--- config.mk ---
export PLATFORM = sky130hd
export DESIGN_NAME = gf16_region_multiply_accumulate_core
export DESIGN_NICKNAME = d
export VERILOG_FILES = /design/src/rtl/core/gfrmac_pkg.sv /design/src/rtl/core/gfrmac_stage.sv /design/src/rtl/core/gf16_region_multiply_accumulate_core.sv
export VERILOG_INCLUDE_DIRS = /design/src /design/src/rtl/core
export SDC_FILE = /design/constraint.sdc
export NUM_CORES = 1
export LEC_CHECK = 0
export BUFFER_PORTS_ARGS = -buffer_cell sky130_fd_sc_hd__buf_2
export CORE_UTILIZATION = 47
export DETAILED_ROUTE_END_ITERATION = 10
export PLACE_DENSITY = 0.68
export SYNTH_ARGS = -nofsm -noshare
export SYNTH_HDL_FRONTEND = slang
export SYNTH_SLANG_ARGS = --single-unit
--- constraint.sdc ---
create_clock -name clk -period 14.47 [get_ports clk]
set_input_delay 2.1705 -clock clk [delete_from_list [all_inputs] [get_ports clk]]
set_output_delay 2.1705 -clock clk [all_outputs]
set_load 0.01 [all_outputs]
--- src/rtl/core/gf16_region_multiply_accumulate_core_macros.svh ---
// Assertion macros for the GF(2^16) region multiply-accumulate core.
// No dependencies; taken by `include in the files that check their logic.
`ifndef GF16_REGION_MULTIPLY_ACCUMULATE_CORE_MACROS_SVH
`define GF16_REGION_MULTIPLY_ACCUMULATE_CORE_MACROS_SVH

`ifndef SYNTHESIS

// Same-cycle implication, held off during reset.
`define GFRMAC_ASSERT_NOW(lbl, clk, rst_n, ante, cons) \
  lbl: assert property (@(posedge clk) disable iff (!rst_n) (ante) |-> (cons)) \
    else $error("gfrmac: same-cycle check failed");

// Next-cycle implication, held off during reset.
`define GFRMAC_ASSERT_NEXT(lbl, clk, rst_n, ante, cons) \
  lbl: assert property (@(posedge clk) disable iff (!rst_n) (ante) |=> (cons)) \
    else $error("gfrmac: next-cycle check failed");

`else

`define GFRMAC_ASSERT_NOW(lbl, clk, rst_n, ante, cons)
`define GFRMAC_ASSERT_NEXT(lbl, clk, rst_n, ante, cons)

`endif

`endif

--- src/rtl/core/gfrmac_pkg.sv ---
// Shared constants and types for the GF(2^16) region multiply-accumulate core.
// No dependencies.
`timescale 1ns / 1ps

package gfrmac_pkg;

  localparam int GF_BITS         = 16;
  localparam int MAX_LANES       = 4;
  localparam int LANES           = 4;
  localparam int STEPS_PER_STAGE = 4;
  localparam int STAGES          = GF_BITS / STEPS_PER_STAGE;

  // x^16 + x^12 + x^3 + x + 1 with the x^16 term dropped
  localparam logic [GF_BITS-1:0] GF_POLY_LOW = 16'h100B;

  typedef logic [GF_BITS-1:0] gf_word_t;

  // a: source word times x^step, prod: destination word plus partial product
  typedef struct packed {
    gf_word_t [MAX_LANES-1:0] a;
    gf_word_t [MAX_LANES-1:0] prod;
    logic                     last;
  } gfrmac_data_t;

endpackage

--- src/rtl/core/gfrmac_stage.sv ---
// One pipeline stage of the GF(2^16) multiply-accumulate: four shift-and-add steps.
// Depends on gfrmac_pkg.
`timescale 1ns / 1ps

module gfrmac_stage import gfrmac_pkg::*; (
  input  logic                       clk,
  input  logic                       rst_n,
  input  logic                       up_valid,
  input  gfrmac_data_t               up_data,
  input  logic [STEPS_PER_STAGE-1:0] fac_bits,
  input  logic                       dn_ready,
  output logic                       up_ready,
  output logic                       valid_r,
  output gfrmac_data_t               data_r
);

  gfrmac_data_t data_nxt;

  always_comb begin
    logic     carry;
    gf_word_t a_w;
    gf_word_t p_w;
    data_nxt      = up_data;
    for (int k = 0; k < MAX_LANES; k++) begin
      a_w = up_data.a[k];
      p_w = up_data.prod[k];
      for (int j = 0; j < STEPS_PER_STAGE; j++) begin
        if (fac_bits[j]) begin
          p_w = p_w ^ a_w;
        end
        carry = a_w[GF_BITS-1];
        a_w   = {a_w[GF_BITS-2:0], 1'b0} ^ (carry ? GF_POLY_LOW : '0);
      end
      data_nxt.a[k]    = a_w;
      data_nxt.prod[k] = p_w;
    end
  end

  // advance when the next stage takes our request or we hold nothing
  assign up_ready = !valid_r || dn_ready;

  always_ff @(posedge clk) begin
    if (!rst_n) begin
      valid_r <= 1'b0;
    end else if (up_ready) begin
      valid_r <= up_valid;
    end
  end

  always_ff @(posedge clk) begin
    if (up_ready && up_valid) begin
      data_r <= data_nxt;
    end
  end

endmodule

--- src/rtl/core/gf16_region_multiply_accumulate_core.sv ---
// Top level of the GF(2^16) region multiply-accumulate core (poly 0x1100B).
// Depends on gfrmac_pkg, gfrmac_stage and the assertion macro header.
`timescale 1ns / 1ps
`include "gf16_region_multiply_accumulate_core_macros.svh"

// Each request carries four source and four destination words; the result gives
// dst XOR (src * factor) in GF(2^16) for every lane, with the last marker copied.
// Throughput is one request per cycle while out_stall is low. A request passes
// through the four register stages, of four shift-and-add steps each, before
// it reaches out_valid. The factor comes from cfg_wr_data and must be written
// only while the pipeline is empty. in_stall rises only when every stage holds
// a request and the output is stalled.

module gf16_region_multiply_accumulate_core import gfrmac_pkg::*; (
  input  logic     clk,
  input  logic     rst_n,
  input  logic     cfg_wr_en,
  input  gf_word_t cfg_wr_data,
  input  logic     in_valid,
  output logic     in_stall,
  input  gf_word_t in_src_word0,
  input  gf_word_t in_src_word1,
  input  gf_word_t in_src_word2,
  input  gf_word_t in_src_word3,
  input  gf_word_t in_dst_word0,
  input  gf_word_t in_dst_word1,
  input  gf_word_t in_dst_word2,
  input  gf_word_t in_dst_word3,
  input  logic     in_last_in,
  output logic     out_valid,
  input  logic     out_stall,
  output gf_word_t out_word0,
  output gf_word_t out_word1,
  output gf_word_t out_word2,
  output gf_word_t out_word3,
  output logic     out_last_out
);

  gf_word_t factor_r;

  always_ff @(posedge clk) begin
    if (!rst_n) begin
      factor_r <= '0;
    end else if (cfg_wr_en) begin
      factor_r <= cfg_wr_data;
    end
  end

  gf_word_t [MAX_LANES-1:0] src_w;
  gf_word_t [MAX_LANES-1:0] dst_w;
  gfrmac_data_t             in_data;

  assign src_w = {in_src_word3, in_src_word2, in_src_word1, in_src_word0};
  assign dst_w = {in_dst_word3, in_dst_word2, in_dst_word1, in_dst_word0};

  // unused lanes enter as zero and stay zero
  for (genvar k = 0; k < MAX_LANES; k++) begin : g_lane
    if (k < LANES) begin : g_used
      assign in_data.a[k]    = src_w[k];
      assign in_data.prod[k] = dst_w[k];
    end else begin : g_unused
      assign in_data.a[k]    = '0;
      assign in_data.prod[k] = '0;
    end
  end
  assign in_data.last = in_last_in;

  logic         stage_valid [STAGES];
  gfrmac_data_t stage_data  [STAGES];
  logic         stage_ready [STAGES+1];

  assign stage_ready[STAGES] = !out_stall;

  for (genvar s = 0; s < STAGES; s++) begin : g_stage
    logic         up_valid_w;
    gfrmac_data_t up_data_w;

    if (s == 0) begin : g_first
      assign up_valid_w = in_valid;
      assign up_data_w  = in_data;
    end else begin : g_rest
      assign up_valid_w = stage_valid[s-1];
      assign up_data_w  = stage_data[s-1];
    end

    gfrmac_stage u_stage (
      .clk      (clk),
      .rst_n    (rst_n),
      .up_valid (up_valid_w),
      .up_data  (up_data_w),
      .fac_bits (factor_r[s*STEPS_PER_STAGE +: STEPS_PER_STAGE]),
      .dn_ready (stage_ready[s+1]),
      .up_ready (stage_ready[s]),
      .valid_r  (stage_valid[s]),
      .data_r   (stage_data[s])
    );
  end

  assign in_stall     = !stage_ready[0];
  assign out_valid    = stage_valid[STAGES-1];
  assign out_word0    = stage_data[STAGES-1].prod[0];
  assign out_word1    = stage_data[STAGES-1].prod[1];
  assign out_word2    = stage_data[STAGES-1].prod[2];
  assign out_word3    = stage_data[STAGES-1].prod[3];
  assign out_last_out = stage_data[STAGES-1].last;

  `GFRMAC_ASSERT_NEXT(a_accept_loads_first, clk, rst_n, in_valid && !in_stall, stage_valid[0])
  `GFRMAC_ASSERT_NOW(a_stall_only_when_full, clk, rst_n, in_stall, stage_valid[0] && stage_valid[1] && stage_valid[2] && stage_valid[3] && out_stall)
  `GFRMAC_ASSERT_NEXT(a_mid_stage_holds, clk, rst_n, stage_valid[1] && !stage_ready[2], stage_valid[1])

endmodule
### After elaboration in Yosys (flattened, before gate mapping)

Index checks and enable logic that the tools add are counted.

* logic and storage cells: 299
* register bits: 472
* input bits: 150

* reduce and logical (&&, ||, !) cells: 14
* mux-type cells: 124
* bitwise operators: 124

Operator list (count)
* XOR 16 bit: 124
* 2-to-1 mux 16 bit: 64
* 2-to-1 mux 13 bit: 60
* zero test 1 bit: 6
* logical AND 1 bit: 4
* logical OR 1 bit: 4

### Depth between registers and ports, before layout

* depth after elaboration: 8
* depth in mapped cells: 6
* gate-level depth less buffers: 4

### Modules after synthesis

From an unflattened synthesis, not the netlist that was laid out.

* cell total of the unflattened synthesis: 2985
* area, all modules: 32618.8 µm²

Modules (own cells, without submodules)
* gfrmac_stage: instances 4, area an instance 7998.9 µm², cells an instance 733
* gf16_region_multiply_accumulate_core: instances 1, area an instance 623.1 µm², cells an instance 53

### Worst setup path before layout

No wires, ideal clock.

* kind: input to register
* start: input out_stall
* end: register g_stage[1].u_stage.data_r[0] (netlist name) (enable)
* arrival time: 11.716 ns
* setup time: 0.815 ns
* required time: 13.655 ns
* stages on the path: 2
* setup slack: 1.940 ns
* cells stage by stage: and3_1 a21boi_0

* longest elaborated chain between the ends: 5

RTL lines
* start, declared: RTL line gf16_region_multiply_accumulate_core.sv:31 `input logic out_stall,`
* zero test 1 bit: RTL line gf16_region_multiply_accumulate_core.sv:72 `assign stage_ready[STAGES] = !out_stall;`
* logical OR 1 bit (3 in a row): RTL line gfrmac_stage.sv:40 `assign up_ready = !valid_r || dn_ready;`
* logical AND 1 bit: RTL line gfrmac_stage.sv:51 `if (up_ready && up_valid) begin`
* end signal, assigned: RTL line gfrmac_stage.sv:52 `data_r <= data_nxt;`
* end, declared: RTL line gfrmac_stage.sv:14 `output gfrmac_data_t data_r`

No other way between the ends.
A chain may end at the register's enable or synchronous reset.

### Worst setup path after layout

* start: input out_stall
* end: output in_stall

* longest elaborated chain between the ends: 6

RTL lines
* zero test 1 bit: RTL line gf16_region_multiply_accumulate_core.sv:72
* logical OR 1 bit (4 in a row): RTL line gfrmac_stage.sv:40
* zero test 1 bit: RTL line gf16_region_multiply_accumulate_core.sv:99 `assign in_stall = !stage_ready[0];`
* end, declared: RTL line gf16_region_multiply_accumulate_core.sv:20 `output logic in_stall,`

No other way between the ends.

==> qor.json <==
{
  "num_cts_buffers": 50,
  "die_height_um": 256.4,
  "first_pass_grt_wire_length_mm": 105.8,
  "post-dp-hpwl_mm": 49.14,
  "fin_worst_skew_ns": 0.02120,
  "wl_mm": 66.42,
  "final_period_minus_worst_setup_slack_ns": 5.250,
  "period_share_pct": 36.28,
  "critical_path_class": "in -> out",
  "first_global_vias": 19152,
  "ant_nets": 0,
  "finalSetupTns_ns": 0,
  "fmax_mhz": 190.5,
  "syn-num-nets": 3061,
  "timing.critical_path.slowest_stage_cell": "sky130_fd_sc_hd__and3_1",
  "post_synth_num_cell_types": 28,
  "yosys_warnings": 0,
  "drt-vias-per-instance": 4.921,
  "crit_chain": "buf_2 -> and3_1 -> and3_1 -> buf_2",
  "ctsLongestPathBuffers": 3,
  "io_pins": 217,
  "layout-drive-gt1-share_pct": 13.07,
  "pleak_nw": 11.02,
  "routedWlPerCell_um": 16.97,
  "avgSynthCellArea_um2": 10.45,
  "layout.nets": 3175,
  "yosys_register_bits": 472,
  "clock-sinks": 472,
  "relSlewSlack_pct": 13.76,
  "hp-class": "reg -> reg",
  "maxCapViolations": 0,
  "syn_inst": 2911,
  "numPortBuffers": 216,
  "worstPathMaxFanout": 5,
  "vdd_ir_drop_max_mv": 0.07122,
  "worstSkewPairLatency_ns": 0.59,
  "cts.hold.buffers_added": 0,
  "floorplan.initialDensity_pct": 47.86,
  "remaining_drc_errors": 0,
  "final_max_slew_viol_count": 0,
  "clk_transition_reported_paths_ns": 0.06,
  "setup_repair_after_global_routing_missed_its_margin": "no",
  "worst_ep_required_time_ns": 12.30,
  "grt_max_degree": 87,
  "worstSetupEndpointType": "output port",
  "postCtsResizedCells": 0,
  "met2RoutedLength_mm": 29.68,
  "finalSetupViolations": 0,
  "totalPowerFinal_w": 0.003780,
  "cts.repair_timing.setup_buffer_count": 0,
  "grt_remaining_overflow": 0,
  "finalHoldViolCount": 0,
  "max_stage_delay_ns": 0.33,
  "ctsRootBufferMaster": "sky130_fd_sc_hd__clkbuf_16",
  "globalRouteTotalUtil_pct": 20.05,
  "die_width_um": 256.4,
  "critPathLaunchType": "input pin",
  "grt_antenna_before_repair": 0,
  "p_per_area_mw_per_mm2": 112.8,
  "area.growth.synth_to_final_pct": 10.16,
  "tritoncts": "built",
  "drtPass1Iterations": 5,
  "seq_area_frac_synth_pct": 45.95,
  "detailedRoute.firstIterationViolations": 1560,
  "mappedNetlistArea_mm2": 0.03041,
  "timing_worst_slew_pin_value_ns": 1.294,
  "data_arrival_at_the_endpoint_of_the_critical_path_ns": 3.08,
  "outcome": "finished clean",
  "num_rows": 92,
  "m1WireLength_mm": 31.69,
  "routed.top_layer": "met4",
  "die_area_mm2": 0.06573,
  "via_count": 19259,
  "count_of_h_tree_levels_built_during_cts": 2,
  "route.met3.wl_mm": 3.257,
  "core_area_mm2": 0.06354,
  "globalplace.congestion": 0.8579
}
registers in the layout, indices dropped and copies added (netlist names):
signal	cells
factor_r	16
g_stage.u_stage.data_r	452
g_stage.u_stage.valid_r	4
report_power, final:
part           internal (W)  total, W  leakage [nW]  switching (W)
sequential          0.00166   0.00177          4.42       0.000104
clock              0.000757   0.00129         0.814       0.000531
combinational      0.000335  0.000724          5.79       0.000389
critical path, delay by kind of cell:
family / cells / cell delay [ns]
buf+inv: 2 / 0.28
simple gates: 2 / 0.62
cells by family (layout without fill, tap and decap cells):
family / count (synthesis) / in the layout / share of synthesized area (%)
compound gates: 46 / 46 / 1.325
xor+xnor: 1172 / 1172 / 35.91
buf+inv: 176 / 332 / 3.098
flops: 472 / 472 / 45.95
mux: 16 / 16 / 0.5266
other cells: 0 / 1 / 0
simple gates: 1029 / 1029 / 13.19
metrics by stage:
stage	util [%]	hold WS, ns	cells	setup WS, ns	instance area, um2
after CTS	52.72	0.4181	3913	9.209	33500
after global placement	50.10	0.4069	3819	9.212	31830
after floorplan	-	0.4003	2911	1.940	30410
final	52.73	0.4173	3914	9.220	33500
after global routing	52.72	0.4385	3913	9.155	33500
after detailed placement	50.10	0.4045	3819	9.211	31830
cell usage after synthesis:
| cell | number | share of area [%] |
|---|---|---|
| sky130_fd_sc_hd__o21a_1 | 2 | 0.049 |
| sky130_fd_sc_hd__xor2_1 | 431 | 12 |
| sky130_fd_sc_hd__edfxtp_1 | 452 | 45 |
| sky130_fd_sc_hd__xnor2_1 | 685 | 20 |
| sky130_fd_sc_hd__xnor2_2 | 28 | 1.5 |
| sky130_fd_sc_hd__and3_1 | 2 | 0.041 |
| sky130_fd_sc_hd__mux2i_1 | 16 | 0.53 |
| sky130_fd_sc_hd__and2_4 | 3 | 0.086 |
| sky130_fd_sc_hd__and2_1 | 4 | 0.082 |
| sky130_fd_sc_hd__buf_2 | 102 | 1.7 |
| sky130_fd_sc_hd__o22ai_1 | 8 | 0.16 |
| sky130_fd_sc_hd__nor2b_1 | 26 | 0.53 |
| sky130_fd_sc_hd__nand2b_1 | 10 | 0.21 |
| sky130_fd_sc_hd__buf_4 | 13 | 0.32 |
| sky130_fd_sc_hd__nor2_1 | 24 | 0.30 |
| sky130_fd_sc_hd__a21boi_0 | 2 | 0.049 |
| sky130_fd_sc_hd__a31oi_1 | 4 | 0.082 |
| sky130_fd_sc_hd__xor2_4 | 12 | 1.1 |
| sky130_fd_sc_hd__a221oi_1 | 16 | 0.46 |
| sky130_fd_sc_hd__clkbuf_1 | 47 | 0.58 |
| sky130_fd_sc_hd__dfxtp_1 | 20 | 1.3 |
| sky130_fd_sc_hd__xnor3_1 | 16 | 1.2 |
| sky130_fd_sc_hd__a21o_1 | 3 | 0.074 |
| sky130_fd_sc_hd__buf_6 | 14 | 0.52 |
| sky130_fd_sc_hd__a221oi_2 | 8 | 0.39 |
| sky130_fd_sc_hd__nand2_1 | 948 | 12 |
| sky130_fd_sc_hd__nand2_2 | 12 | 0.25 |
| sky130_fd_sc_hd__a21oi_1 | 3 | 0.049 |
area by class of cell:
type                            instances  area (um2)
Antenna cell                            1       2.502
Clock buffer                           59        1306
Clock inverter                         35       361.6
Fill cell                            5489       30040
Multi-Input combinational cell       2263       15530
Sequential cell                       472       13990
Tap cell                              846        1059
Timing Repair Buffer                  238        1246
cells in the final DEF, fill, tap and decap left out, types with 4 or more instances in the layout:
cell / Yosys / final
sky130_fd_sc_hd__edfxtp_1: 452 / 452
sky130_fd_sc_hd__nor2_1: 24 / 24
sky130_fd_sc_hd__nand2_1: 948 / 948
sky130_fd_sc_hd__dfxtp_1: 20 / 4
sky130_fd_sc_hd__clkinv_2: 0 / 14
sky130_fd_sc_hd__a31oi_1: 4 / 4
sky130_fd_sc_hd__nand2b_1: 10 / 10
sky130_fd_sc_hd__a221oi_1: 16 / 16
sky130_fd_sc_hd__mux2i_1: 16 / 16
sky130_fd_sc_hd__xnor2_2: 28 / 28
sky130_fd_sc_hd__xnor2_1: 685 / 685
sky130_fd_sc_hd__clkbuf_1: 47 / 8
sky130_fd_sc_hd__dfxtp_2: 0 / 16
sky130_fd_sc_hd__xor2_1: 431 / 431
sky130_fd_sc_hd__a221oi_2: 8 / 8
sky130_fd_sc_hd__xor2_4: 12 / 12
sky130_fd_sc_hd__and2_1: 4 / 4
sky130_fd_sc_hd__clkinvlp_4: 0 / 4
sky130_fd_sc_hd__clkinv_1: 0 / 6
sky130_fd_sc_hd__clkbuf_16: 0 / 51
sky130_fd_sc_hd__xnor3_1: 16 / 16
sky130_fd_sc_hd__buf_4: 13 / 22
sky130_fd_sc_hd__buf_2: 102 / 216
sky130_fd_sc_hd__nor2b_1: 26 / 24
sky130_fd_sc_hd__bufinv_16: 0 / 6
sky130_fd_sc_hd__nand2_2: 12 / 12
sky130_fd_sc_hd__o22ai_1: 8 / 8
routing by layer:
layer | track usage [%] | up-vias
li1 | - | 9462
met1 | 29.00 | 9105
met2 | 31.28 | 575
met3 | 2.452 | 117
met4 | 6.399 | 0
met5 | 0 | -
worst paths after layout:
check | from | endpoint | slack (ns) | cells past startpoint
max reg2reg | g_stage[3].u_stage.valid_r | g_stage[0].u_stage.data_r[0] | 11.64 | 5
min reg2reg | g_stage[2].u_stage.data_r[0] | g_stage[3].u_stage.data_r[0] | 0.42 | 0
min | g_stage[2].u_stage.data_r[0] | g_stage[3].u_stage.data_r[0] | 0.42 | 0
max | out_stall | in_stall | 9.22 | 4
Note: power is estimated with default switching activity, not from simulation.
